===== config.mk =====
export PLATFORM = sky130hd
export DESIGN_NAME = fan_pwm_and_tachometer_unit
export DESIGN_NICKNAME = d
export VERILOG_FILES = /design/src/sv/fpt_pkg.sv /design/src/sv/fpt_front.sv /design/src/sv/fpt_div.sv /design/src/sv/fpt_back.sv /design/src/sv/fan_pwm_and_tachometer_unit.sv
export VERILOG_INCLUDE_DIRS = /design/src /design/src/sv
export SDC_FILE = /design/constraint.sdc
export NUM_CORES = 2
export LEC_CHECK = 0
export ABC_CLOCK_PERIOD_IN_PS = 11000
export BUFFER_PORTS_ARGS = -buffer_cell sky130_fd_sc_hd__buf_2
export CORE_ASPECT_RATIO = 0.75
export CORE_MARGIN = 8
export CORE_UTILIZATION = 65
export CTS_BUF_LIST = sky130_fd_sc_hd__clkbuf_16
export CTS_CLUSTER_SIZE = 24
export DETAILED_ROUTE_END_ITERATION = 10
export PLACE_DENSITY = 0.9
export SETUP_SLACK_MARGIN = 0.4
export SKIP_LAST_GASP = 1
export SLEW_MARGIN = 25
export SYNTH_ARGS = -nofsm -noshare
export SYNTH_HDL_FRONTEND = slang
export SYNTH_HIERARCHICAL = 1
export SYNTH_SLANG_ARGS = --single-unit

===== constraint.sdc =====
create_clock -name clk_i -period 11 [get_ports clk_i]
set_clock_uncertainty 0.1 [all_clocks]
set_input_delay 1.1 -clock clk_i [delete_from_list [all_inputs] [get_ports clk_i]]
set_output_delay 1.1 -clock clk_i [all_outputs]
set_load 0.05 [all_outputs]

===== src/sv/assert_macros.svh =====
// Assertion macros shared by the fan PWM and tachometer RTL.
// No dependencies; included by the modules that carry checks.
`ifndef ASSERT_MACROS_SVH
`define ASSERT_MACROS_SVH

// Property checked at every rising clock edge outside reset.
`define FPT_ASSERT(lbl, clk, rstn, prop) \
  lbl: assert property (@(posedge clk) disable iff (!rstn) (prop)) \
    else $error("fpt assertion failed");

// Condition that must never hold outside reset.
`define FPT_NEVER(lbl, clk, rstn, cond) \
  lbl: assert property (@(posedge clk) disable iff (!rstn) !(cond)) \
    else $error("fpt forbidden condition");

`endif


===== src/sv/fpt_pkg.sv =====
// Package for the fan PWM and tachometer unit: widths, codes, request type.
// No dependencies.
package fpt_pkg;

  localparam int NUM_FANS_DEF   = 2;
  localparam int TIMER_BITS_DEF = 32;

  localparam int PERIOD_W = 10;
  localparam int PPR_W    = 4;
  localparam int VAL_W    = 10;
  localparam int SPEED_W  = 7;
  localparam int PULSE_W  = 15;
  localparam int EMS_W    = 23;
  localparam int RPM_W    = 32;
  localparam int ERR_W    = 2;
  localparam int LVL_W    = 2;
  localparam int NUM_W    = 41;

  localparam logic [PERIOD_W-1:0] PERIOD_RST = 10'd43;
  localparam logic [PPR_W-1:0]    PPR_RST    = 4'd2;
  localparam logic [PULSE_W-1:0]  PULSE_MAX  = 15'd32767;
  localparam logic [25:0]         US_PER_MIN = 26'd60000000;
  localparam logic [EMS_W-1:0]    EMS_MAX    = 23'h7FFFFF;
  localparam logic [RPM_W-1:0]    RPM_MAX    = 32'hFFFFFFFF;
  localparam logic [SPEED_W-1:0]  SPEED_FULL = 7'd100;

  localparam logic CFG_PERIOD = 1'b0;
  localparam logic CFG_PPR    = 1'b1;

  localparam logic [ERR_W-1:0] ERR_OK    = 2'd0;
  localparam logic [ERR_W-1:0] ERR_ARG   = 2'd1;
  localparam logic [ERR_W-1:0] ERR_STATE = 2'd2;

  typedef enum logic [2:0] {
    CMD_SET_DUTY  = 3'd0,
    CMD_SET_SPEED = 3'd1,
    CMD_RESTART   = 3'd2,
    CMD_READ      = 3'd3,
    CMD_STATUS    = 3'd4,
    CMD_TICK      = 3'd5,
    CMD_EDGE      = 3'd6
  } cmd_e;

  typedef struct packed {
    logic [2:0]       cmd;
    logic             fan_ok;
    logic [1:0]       fan;
    logic [VAL_W-1:0] value;
  } req_t;

endpackage


===== src/sv/fpt_front.sv =====
// Front end: accepts requests, classifies the fan, holds a two-entry queue.
// Depends on fpt_pkg and assert_macros.svh.
`include "assert_macros.svh"
module fpt_front #(
  parameter int NUM_FANS = fpt_pkg::NUM_FANS_DEF
) (
  input  logic                     clk_i,
  input  logic                     rst_ni,
  input  logic                     in_valid_i,
  output logic                     in_stall_o,
  input  logic [2:0]               command_i,
  input  logic [1:0]               fan_i,
  input  logic [fpt_pkg::VAL_W-1:0] value_i,
  output logic                     q_valid_o,
  output fpt_pkg::req_t            q_req_o,
  input  logic                     q_pop_i
);
  import fpt_pkg::*;

  req_t       mem_q [2];
  logic       wr_q, rd_q;
  logic [1:0] cnt_q;
  logic       push;
  req_t       req_in;

  assign in_stall_o = (cnt_q == 2'd2);
  assign push       = in_valid_i && !in_stall_o;
  assign q_valid_o  = (cnt_q != 2'd0);
  assign q_req_o    = mem_q[rd_q];

  always_comb begin
    req_in.cmd    = command_i;
    req_in.fan    = fan_i;
    req_in.fan_ok = ({1'b0, fan_i} < 3'(NUM_FANS));
    req_in.value  = value_i;
  end

  always_ff @(posedge clk_i) begin
    if (push) begin
      mem_q[wr_q] <= req_in;
    end
  end

  always_ff @(posedge clk_i or negedge rst_ni) begin
    if (!rst_ni) begin
      wr_q  <= 1'b0;
      rd_q  <= 1'b0;
      cnt_q <= 2'd0;
    end else begin
      if (push) wr_q <= ~wr_q;
      if (q_pop_i) rd_q <= ~rd_q;
      cnt_q <= cnt_q + 2'(push) - 2'(q_pop_i);
    end
  end

  `FPT_NEVER(a_pop_empty, clk_i, rst_ni, q_pop_i && cnt_q == 2'd0)
  `FPT_NEVER(a_cnt_over, clk_i, rst_ni, cnt_q == 2'd3)
endmodule


===== src/sv/fpt_div.sv =====
// Restoring divider, one quotient bit per cycle, shared by the speed and rpm conversions.
// Depends on fpt_pkg.
module fpt_div #(
  parameter int DW = fpt_pkg::TIMER_BITS_DEF + fpt_pkg::PPR_W
) (
  input  logic                      clk_i,
  input  logic                      rst_ni,
  input  logic                      start_i,
  input  logic [fpt_pkg::NUM_W-1:0] num_i,
  input  logic [DW-1:0]             den_i,
  output logic                      done_o,
  output logic [fpt_pkg::NUM_W-1:0] quo_o
);
  import fpt_pkg::*;

  localparam int CW = $clog2(NUM_W + 1);

  logic [NUM_W-1:0] num_q, num_d;
  logic [DW-1:0]    rem_q, rem_d, den_q;
  logic [CW-1:0]    cnt_q;
  logic             busy_q, done_q;
  logic [DW:0]      sh;

  assign sh     = {rem_q, num_q[NUM_W-1]};
  assign done_o = done_q;
  assign quo_o  = num_q;

  always_comb begin
    if (sh >= {1'b0, den_q}) begin
      rem_d = DW'(sh - {1'b0, den_q});
      num_d = {num_q[NUM_W-2:0], 1'b1};
    end else begin
      rem_d = sh[DW-1:0];
      num_d = {num_q[NUM_W-2:0], 1'b0};
    end
  end

  always_ff @(posedge clk_i) begin
    if (start_i) begin
      num_q <= num_i;
      den_q <= den_i;
      rem_q <= '0;
    end else if (busy_q) begin
      num_q <= num_d;
      rem_q <= rem_d;
    end
  end

  always_ff @(posedge clk_i or negedge rst_ni) begin
    if (!rst_ni) begin
      busy_q <= 1'b0;
      done_q <= 1'b0;
      cnt_q  <= '0;
    end else begin
      done_q <= 1'b0;
      if (start_i) begin
        busy_q <= 1'b1;
        cnt_q  <= CW'(NUM_W);
      end else if (busy_q) begin
        cnt_q <= cnt_q - 1'b1;
        if (cnt_q == CW'(1)) begin
          busy_q <= 1'b0;
          done_q <= 1'b1;
        end
      end
    end
  end
endmodule


===== src/sv/fpt_back.sv =====
// Back end: per-fan state, command sequencer, divider control, result register.
// Depends on fpt_pkg, fpt_div and assert_macros.svh.
`include "assert_macros.svh"
module fpt_back #(
  parameter int NUM_FANS   = fpt_pkg::NUM_FANS_DEF,
  parameter int TIMER_BITS = fpt_pkg::TIMER_BITS_DEF
) (
  input  logic                         clk_i,
  input  logic                         rst_ni,
  input  logic                         cfg_we_i,
  input  logic                         cfg_index_i,
  input  logic [fpt_pkg::PERIOD_W-1:0] cfg_data_i,
  input  logic                         q_valid_i,
  input  fpt_pkg::req_t                q_req_i,
  output logic                         q_pop_o,
  output logic                         out_valid_o,
  input  logic                         out_stall_i,
  output logic [fpt_pkg::ERR_W-1:0]    error_o,
  output logic [fpt_pkg::LVL_W-1:0]    pwm_levels_o,
  output logic [fpt_pkg::VAL_W-1:0]    duty_ticks_o,
  output logic [fpt_pkg::SPEED_W-1:0]  speed_pct_o,
  output logic [fpt_pkg::PULSE_W-1:0]  pulses_o,
  output logic [fpt_pkg::EMS_W-1:0]    window_ms_o,
  output logic [fpt_pkg::RPM_W-1:0]    rpm_o,
  output logic                         pulse_seen_o,
  output logic [fpt_pkg::ERR_W-1:0]    stored_err_o
);
  import fpt_pkg::*;

  localparam int FW = (NUM_FANS > 1) ? $clog2(NUM_FANS) : 1;
  localparam int DW = TIMER_BITS + PPR_W;

  // x/100 = (x*RECIP_100)>>24 for x < 2^17; x/125 = (x*RECIP_125)>>37 for x < 2^30
  localparam logic [17:0] RECIP_100  = 18'd167773;
  localparam logic [30:0] RECIP_125  = 31'd1099511628;
  localparam logic [63:0] US_EMS_SAT = 64'd8388608000;

  typedef enum logic [2:0] {S_IDLE, S_SDUTY, S_DSTART, S_DSPD, S_RPM, S_OUT} state_e;

  state_e state_q;
  req_t   cur_q;

  logic [PERIOD_W-1:0] period_q, p_eff, cnt_pwm_q;
  logic [PPR_W-1:0]    ppr_q, ppr_eff;

  logic [VAL_W-1:0]      duty_q   [NUM_FANS];
  logic [SPEED_W-1:0]    speed_q  [NUM_FANS];
  logic                  open_q   [NUM_FANS];
  logic [TIMER_BITS-1:0] us_q     [NUM_FANS];
  logic [PULSE_W-1:0]    pcnt_q   [NUM_FANS];
  logic [PULSE_W-1:0]    rpul_q   [NUM_FANS];
  logic [RPM_W-1:0]      rrpm_q   [NUM_FANS];
  logic                  rsig_q   [NUM_FANS];
  logic [ERR_W-1:0]      ferr_q   [NUM_FANS];

  logic [ERR_W-1:0]  err_q;
  logic [EMS_W-1:0]  ems_q;
  logic [VAL_W-1:0]  duty_tmp_q;
  logic              div_start_q;
  logic [NUM_W-1:0]  div_num_q, div_quo;
  logic [DW-1:0]     div_den_q;
  logic              div_done;

  logic              out_valid_q;
  logic [ERR_W-1:0]  o_err_q, o_lerr_q;
  logic [LVL_W-1:0]  o_lvl_q, lvl;
  logic [VAL_W-1:0]  o_duty_q;
  logic [SPEED_W-1:0] o_spd_q;
  logic [PULSE_W-1:0] o_pul_q;
  logic [EMS_W-1:0]  o_ems_q;
  logic [RPM_W-1:0]  o_rpm_q;
  logic              o_sig_q;

  logic [FW-1:0]     fi, fc;
  logic [PERIOD_W:0] cnt_nxt;
  logic              out_free;
  logic [34:0]       sd_prod;
  logic [VAL_W-1:0]  sd_duty;
  logic [63:0]       us_ext;
  logic [60:0]       ems_prod;
  logic [EMS_W-1:0]  ems_n;

  assign p_eff    = (period_q < PERIOD_W'(2)) ? PERIOD_W'(2) : period_q;
  assign ppr_eff  = (ppr_q == '0) ? PPR_W'(1) : ppr_q;
  assign fi       = q_req_i.fan[FW-1:0];
  assign fc       = cur_q.fan[FW-1:0];
  assign cnt_nxt  = {1'b0, cnt_pwm_q} + 1'b1;
  assign q_pop_o  = (state_q == S_IDLE) && q_valid_i;
  assign out_free = !out_valid_q || !out_stall_i;

  assign sd_prod  = div_num_q[16:0] * RECIP_100;
  assign sd_duty  = (sd_prod[34:24] > {1'b0, p_eff}) ? p_eff : sd_prod[33:24];
  assign us_ext   = 64'(us_q[fc]);
  assign ems_prod = us_ext[32:3] * RECIP_125;
  assign ems_n    = (us_ext >= US_EMS_SAT) ? EMS_MAX : ems_prod[59:37];

  for (genvar g = 0; g < LVL_W; g++) begin : g_lvl
    if (g < NUM_FANS) begin : g_on
      assign lvl[g] = (cnt_pwm_q < duty_q[g]);
    end else begin : g_off
      assign lvl[g] = 1'b0;
    end
  end

  fpt_div #(.DW(DW)) u_div (
    .clk_i  (clk_i),
    .rst_ni (rst_ni),
    .start_i(div_start_q),
    .num_i  (div_num_q),
    .den_i  (div_den_q),
    .done_o (div_done),
    .quo_o  (div_quo)
  );

  always_ff @(posedge clk_i or negedge rst_ni) begin
    if (!rst_ni) begin
      period_q <= PERIOD_RST;
      ppr_q    <= PPR_RST;
    end else if (cfg_we_i) begin
      case (cfg_index_i)
        CFG_PERIOD: period_q <= cfg_data_i;
        CFG_PPR:    ppr_q    <= cfg_data_i[PPR_W-1:0];
        default:    ;
      endcase
    end
  end

  always_ff @(posedge clk_i) begin
    if (state_q == S_IDLE && q_valid_i) cur_q <= q_req_i;
    if (out_free && state_q == S_OUT) begin
      o_err_q <= err_q;
      o_lvl_q <= lvl;
      o_ems_q <= ems_q;
      if (cur_q.fan_ok) begin
        o_duty_q <= duty_q[fc];
        o_spd_q  <= speed_q[fc];
        o_pul_q  <= rpul_q[fc];
        o_rpm_q  <= rrpm_q[fc];
        o_sig_q  <= rsig_q[fc];
        o_lerr_q <= ferr_q[fc];
      end else begin
        o_duty_q <= '0;
        o_spd_q  <= '0;
        o_pul_q  <= '0;
        o_rpm_q  <= '0;
        o_sig_q  <= 1'b0;
        o_lerr_q <= '0;
      end
    end
  end

  always_ff @(posedge clk_i or negedge rst_ni) begin
    if (!rst_ni) begin
      state_q     <= S_IDLE;
      cnt_pwm_q   <= '0;
      err_q       <= ERR_OK;
      ems_q       <= '0;
      duty_tmp_q  <= '0;
      div_start_q <= 1'b0;
      div_num_q   <= '0;
      div_den_q   <= '0;
      out_valid_q <= 1'b0;
      for (int i = 0; i < NUM_FANS; i++) begin
        duty_q[i]  <= '0;
        speed_q[i] <= SPEED_FULL;
        open_q[i]  <= 1'b0;
        us_q[i]    <= '0;
        pcnt_q[i]  <= '0;
        rpul_q[i]  <= '0;
        rrpm_q[i]  <= '0;
        rsig_q[i]  <= 1'b0;
        ferr_q[i]  <= ERR_OK;
      end
    end else begin
      div_start_q <= 1'b0;
      if (out_valid_q && !out_stall_i) out_valid_q <= 1'b0;
      case (state_q)
        S_IDLE: begin
          if (q_valid_i) begin
            err_q   <= ERR_OK;
            ems_q   <= '0;
            state_q <= S_OUT;
            if (q_req_i.cmd == CMD_TICK) begin
              cnt_pwm_q <= (cnt_nxt >= {1'b0, p_eff}) ? '0 : cnt_nxt[PERIOD_W-1:0];
              for (int i = 0; i < NUM_FANS; i++) begin
                if (open_q[i] && !(&us_q[i])) us_q[i] <= us_q[i] + 1'b1;
              end
            end else if (!q_req_i.fan_ok) begin
              err_q <= ERR_ARG;
            end else begin
              case (q_req_i.cmd)
                CMD_SET_DUTY: begin
                  if (q_req_i.value > p_eff) begin
                    err_q <= ERR_ARG;
                  end else begin
                    duty_tmp_q  <= q_req_i.value;
                    div_num_q   <= NUM_W'(17'(p_eff - q_req_i.value) * 17'd100)
                                   + NUM_W'(p_eff[PERIOD_W-1:1]);
                    div_den_q   <= DW'(p_eff);
                    div_start_q <= 1'b1;
                    state_q     <= S_DSPD;
                  end
                end
                CMD_SET_SPEED: begin
                  if (q_req_i.value > VAL_W'(SPEED_FULL)) begin
                    err_q <= ERR_ARG;
                  end else begin
                    div_num_q <= NUM_W'(17'(SPEED_FULL - q_req_i.value[SPEED_W-1:0])
                                 * 17'(p_eff)) + NUM_W'(50);
                    state_q   <= S_SDUTY;
                  end
                end
                CMD_RESTART: begin
                  open_q[fi] <= 1'b1;
                  us_q[fi]   <= '0;
                  pcnt_q[fi] <= '0;
                  ferr_q[fi] <= ERR_OK;
                end
                CMD_READ: begin
                  if (!open_q[fi] || us_q[fi] == '0) begin
                    err_q      <= ERR_STATE;
                    ferr_q[fi] <= ERR_STATE;
                  end else begin
                    div_num_q   <= NUM_W'(NUM_W'(pcnt_q[fi]) * NUM_W'(US_PER_MIN));
                    div_den_q   <= DW'(DW'(ppr_eff) * DW'(us_q[fi]));
                    div_start_q <= 1'b1;
                    state_q     <= S_RPM;
                  end
                end
                CMD_STATUS: ;
                CMD_EDGE: begin
                  if (pcnt_q[fi] < PULSE_MAX) pcnt_q[fi] <= pcnt_q[fi] + 1'b1;
                end
                default: err_q <= ERR_ARG;
              endcase
            end
          end
        end
        S_SDUTY: begin
          duty_tmp_q <= sd_duty;
          state_q    <= S_DSTART;
        end
        S_DSTART: begin
          div_num_q   <= NUM_W'(17'(p_eff - duty_tmp_q) * 17'd100)
                         + NUM_W'(p_eff[PERIOD_W-1:1]);
          div_den_q   <= DW'(p_eff);
          div_start_q <= 1'b1;
          state_q     <= S_DSPD;
        end
        S_DSPD: begin
          if (div_done) begin
            duty_q[fc]  <= duty_tmp_q;
            speed_q[fc] <= (div_quo > NUM_W'(SPEED_FULL)) ? SPEED_FULL
                           : div_quo[SPEED_W-1:0];
            ferr_q[fc]  <= ERR_OK;
            state_q     <= S_OUT;
          end
        end
        S_RPM: begin
          if (div_done) begin
            rrpm_q[fc]  <= (|div_quo[NUM_W-1:RPM_W]) ? RPM_MAX : div_quo[RPM_W-1:0];
            rpul_q[fc]  <= pcnt_q[fc];
            rsig_q[fc]  <= (pcnt_q[fc] != '0);
            ferr_q[fc]  <= ERR_OK;
            ems_q       <= ems_n;
            state_q     <= S_OUT;
          end
        end
        S_OUT: begin
          if (out_free) begin
            out_valid_q <= 1'b1;
            state_q     <= S_IDLE;
          end
        end
        default: state_q <= S_IDLE;
      endcase
    end
  end

  assign out_valid_o  = out_valid_q;
  assign error_o      = o_err_q;
  assign pwm_levels_o = o_lvl_q;
  assign duty_ticks_o = o_duty_q;
  assign speed_pct_o  = o_spd_q;
  assign pulses_o     = o_pul_q;
  assign window_ms_o  = o_ems_q;
  assign rpm_o        = o_rpm_q;
  assign pulse_seen_o = o_sig_q;
  assign stored_err_o = o_lerr_q;

  `FPT_ASSERT(a_div_start_state, clk_i, rst_ni,
    div_start_q |-> (state_q == S_DSPD || state_q == S_RPM))
endmodule


===== src/sv/fan_pwm_and_tachometer_unit.sv =====
// Top level of the fan PWM and tachometer unit: front queue plus back sequencer.
// Depends on fpt_pkg, fpt_front and fpt_back.
//
// One request gives one result. Tick, edge, restart, status and rejected
// requests go from the queue through S_OUT to the result register. The shared
// 41-step restoring divider serves the rest: set_duty and a successful tach_read
// wait on it, and set_speed first does a reciprocal multiply for the duty, then
// the speed division. The front queue holds two requests while the back works.
module fan_pwm_and_tachometer_unit #(
  parameter int NUM_FANS   = fpt_pkg::NUM_FANS_DEF,
  parameter int TIMER_BITS = fpt_pkg::TIMER_BITS_DEF
) (
  input  logic                         clk_i,
  input  logic                         rst_ni,
  input  logic                         cfg_we_i,
  input  logic                         cfg_index_i,
  input  logic [fpt_pkg::PERIOD_W-1:0] cfg_data_i,
  input  logic                         in_valid_i,
  output logic                         in_stall_o,
  input  logic [2:0]                   command_i,
  input  logic [1:0]                   fan_i,
  input  logic [fpt_pkg::VAL_W-1:0]    value_i,
  output logic                         out_valid_o,
  input  logic                         out_stall_i,
  output logic [fpt_pkg::ERR_W-1:0]    error_o,
  output logic [fpt_pkg::LVL_W-1:0]    pwm_levels_o,
  output logic [fpt_pkg::VAL_W-1:0]    duty_ticks_o,
  output logic [fpt_pkg::SPEED_W-1:0]  speed_pct_o,
  output logic [fpt_pkg::PULSE_W-1:0]  pulses_o,
  output logic [fpt_pkg::EMS_W-1:0]    window_ms_o,
  output logic [fpt_pkg::RPM_W-1:0]    rpm_o,
  output logic                         pulse_seen_o,
  output logic [fpt_pkg::ERR_W-1:0]    stored_err_o
);
  import fpt_pkg::*;

  logic q_valid, q_pop;
  req_t q_req;

  fpt_front #(.NUM_FANS(NUM_FANS)) u_front (
    .clk_i     (clk_i),
    .rst_ni    (rst_ni),
    .in_valid_i(in_valid_i),
    .in_stall_o(in_stall_o),
    .command_i (command_i),
    .fan_i     (fan_i),
    .value_i   (value_i),
    .q_valid_o (q_valid),
    .q_req_o   (q_req),
    .q_pop_i   (q_pop)
  );

  fpt_back #(.NUM_FANS(NUM_FANS), .TIMER_BITS(TIMER_BITS)) u_back (
    .clk_i       (clk_i),
    .rst_ni      (rst_ni),
    .cfg_we_i    (cfg_we_i),
    .cfg_index_i (cfg_index_i),
    .cfg_data_i  (cfg_data_i),
    .q_valid_i   (q_valid),
    .q_req_i     (q_req),
    .q_pop_o     (q_pop),
    .out_valid_o (out_valid_o),
    .out_stall_i (out_stall_i),
    .error_o     (error_o),
    .pwm_levels_o(pwm_levels_o),
    .duty_ticks_o(duty_ticks_o),
    .speed_pct_o (speed_pct_o),
    .pulses_o    (pulses_o),
    .window_ms_o (window_ms_o),
    .rpm_o       (rpm_o),
    .pulse_seen_o(pulse_seen_o),
    .stored_err_o(stored_err_o)
  );
endmodule


==> flow_metrics.tcl <==
set metrics [dict create \
    grt_pass1_wl_mm 289 \
    avgViaCountPerCell 6.20 \
    clk_pin_slew_worst_paths_ns 0.06 \
    most-common-layout-cells "inv_1 (1232), ha_1 (928), fa_1 (631), nand2_1 (583), dfrtp_1 (368)" \
    chipHeight_um 291 \
    critPathKind "flip-flop to flip-flop" \
    final_common_cell "inv_1" \
    routed_wirelength_mm 182 \
    die_area_um2 112000 \
    route.detailed.drc 0 \
    rsz0062_at_grt "false" \
    reg2reg_depth 25 \
    dp_hpwl_mm 141 \
    tightest_slew_ns 1.07 \
    period_share_pct 79.6 \
    cp-start-kind "flip-flop" \
    slew_headroom_pct 29.0 \
    cts_made_buffers 66 \
    critPathMaxFanout 30 \
    synth_area_per_cell_um2 9.64 \
    cts.sinks 622 \
    cts_tree "done" \
    port_buffers 126 \
    finalMaxSlewViolations 0 \
    drt_first_pass_iters 6 \
    nNetsFinal 8436 \
    required_ns 11.39 \
    grtUsageTotal_pct 32.6 \
    clk_latency_ns 0.67 \
    row_count 101 \
    post-route-min-period_ns 8.75 \
    cts_resized 0 \
    root_buffer "clkbuf_16" \
    gp_congestion 1.02 \
    coreArea_um2 101000 \
    hp-class "input port to asynchronous set/reset pin" \
    grt_pass1_vias 52400 \
    layout-drive-gt1-share_pct 7.58 \
    cts_buffer_depth 3 \
    worstPathArrival_ns 9.14 \
    initial_core_util_pct 65.3 \
    postCtsSetupRepairBufs 0 \
    netlist_area_um2 65700 \
    boundaryPins 127 \
    max_freq_ghz 0.114 \
    drt_iter0_markers 6160 \
    grt_overflow_total 0 \
    via_count 51100 \
    routedWlPerCell_um 22.1 \
    areaGrowthSynthToFinish_pct 6.30 \
    worst_setup_path_end_kind "flip-flop" \
    synthCells 6817 \
    ant_nets 0 \
    grt_start_max_net_pins 156 \
    maxCapViolCount 0 \
    finalSetupViolCount 0 \
    postCtsHoldBufs 0 \
    fillers 7357 \
    hold_viol 0 \
    rrSetupSlack_ns 2.25 \
    syn_nets 8407 \
    status "finished, final reports clean" \
    antenna_found_initial 13 \
    yosysWarnings 6 \
    setup_tns_ns 0 \
    die_x_um 383 \
    h-tree-depth 3 \
]
-- stage by stage --
step | hold slack, ns | cells | worst slack, ns | util, % | cell area, µm²
floorplan | 0.325 | 6817 | 3.19 | - | 65700
global placement | 0.330 | 8115 | 2.39 | 67.1 | 67600
detailed placement | 0.328 | 8115 | 2.27 | 67.1 | 67600
CTS | 0.344 | 8237 | 2.20 | 69.3 | 69800
global route | 0.352 | 8239 | 1.73 | 69.4 | 69900
finish | 0.322 | 8242 | 2.25 | 69.4 | 69900
-- state kept, by name, summed over array words and instances, names as in the netlist, 10 cells and up, named ones only --
| register | count |
|---|---|
| u_back/ems_q | 23 |
| u_back/div_den_q | 36 |
| u_back/pcnt_q | 30 |
| u_back/rrpm_q | 64 |
| u_back/speed_q | 14 |
| u_back/window_ms_o | 23 |
| u_back/duty_tmp_q | 10 |
| u_back/rpul_q | 30 |
| u_back/period_q | 10 |
| u_back/u_div/quo_o | 41 |
| u_back/us_q | 64 |
| u_front/mem_q | 30 |
| u_back/div_num_q | 41 |
| u_back/u_div/den_q | 36 |
| u_back/cnt_pwm_q | 10 |
| u_back/duty_ticks_o | 10 |
| u_back/pulses_o | 15 |
| u_back/duty_q | 20 |
| u_back/u_div/rem_q | 36 |
| u_back/rpm_o | 32 |
-- final cells by class --
class | instances | area [µm²] | share of cell area [%]
Clock inverter | 55 | 542 | 0.775
Timing Repair Buffer | 177 | 1060 | 1.52
Multi-Input combinational cell | 4757 | 43900 | 62.8
Clock buffer | 67 | 1680 | 2.40
Tap cell | 1339 | 1680 | 2.40
Inverter | 1222 | 4590 | 6.57
Sequential cell | 622 | 16400 | 23.5
Antenna cell | 3 | 7.51 | 0.0107
-- critical path: stages, from the launching register on --
cell and delay (ns):
edfxtp_1 0.36, buf_4 0.39, mux2i_1 0.54, inv_1 0.41
ha_1 0.49, fa_1 0.56, inv_1 0.04, ha_1 0.28
fa_1 0.51, inv_1 0.05, fa_1 0.54, fa_1 0.57
inv_1 0.06, fa_1 0.48, ha_1 0.31, ha_1 0.34
and3_1 0.25, nand4_1 0.35, nor4_1 0.39, nand3_1 0.21
a21oi_1 0.43, o31ai_1 0.22, nor2b_1 0.21, nor2_1 0.09
xor2_1 0.22, o21ai_0 0.16
-- path summary, 6_finish.rpt --
kind,startpoint,endpoint
min in group clk_i,u_back/div_den_q[18]$_DFFE_PN0P_,u_back/u_div/den_q[18]$_DFFE_PP_
worst min register to register,u_back/div_den_q[18]$_DFFE_PN0P_,u_back/u_div/den_q[18]$_DFFE_PP_
worst min-delay path,rst_ni,u_back/ems_q[3]$_DFFE_PN0P_
worst max-delay path,u_back/cur_q[10]$_DFFE_PP_,u_back/ems_q[18]$_DFFE_PN0P_
max in group asynchronous,rst_ni,u_back/u_div/busy_q$_DFF_PN0_
worst max register to register,u_back/cur_q[10]$_DFFE_PP_,u_back/ems_q[18]$_DFFE_PN0P_
-- layer usage --
layer	vias to the layer above	GRT usage, %	part of all wire (%)
li1	22800	-	-
met1	25200	47.5	43
met2	2710	47.6	42
met3	396	9.94	12
met4	10	8.31	2.7
met5	-	0	0.038
Power is left out: the tool's default activity adds up to more than one toggle a clock period on the data nets, which glitch-free logic cannot reach.
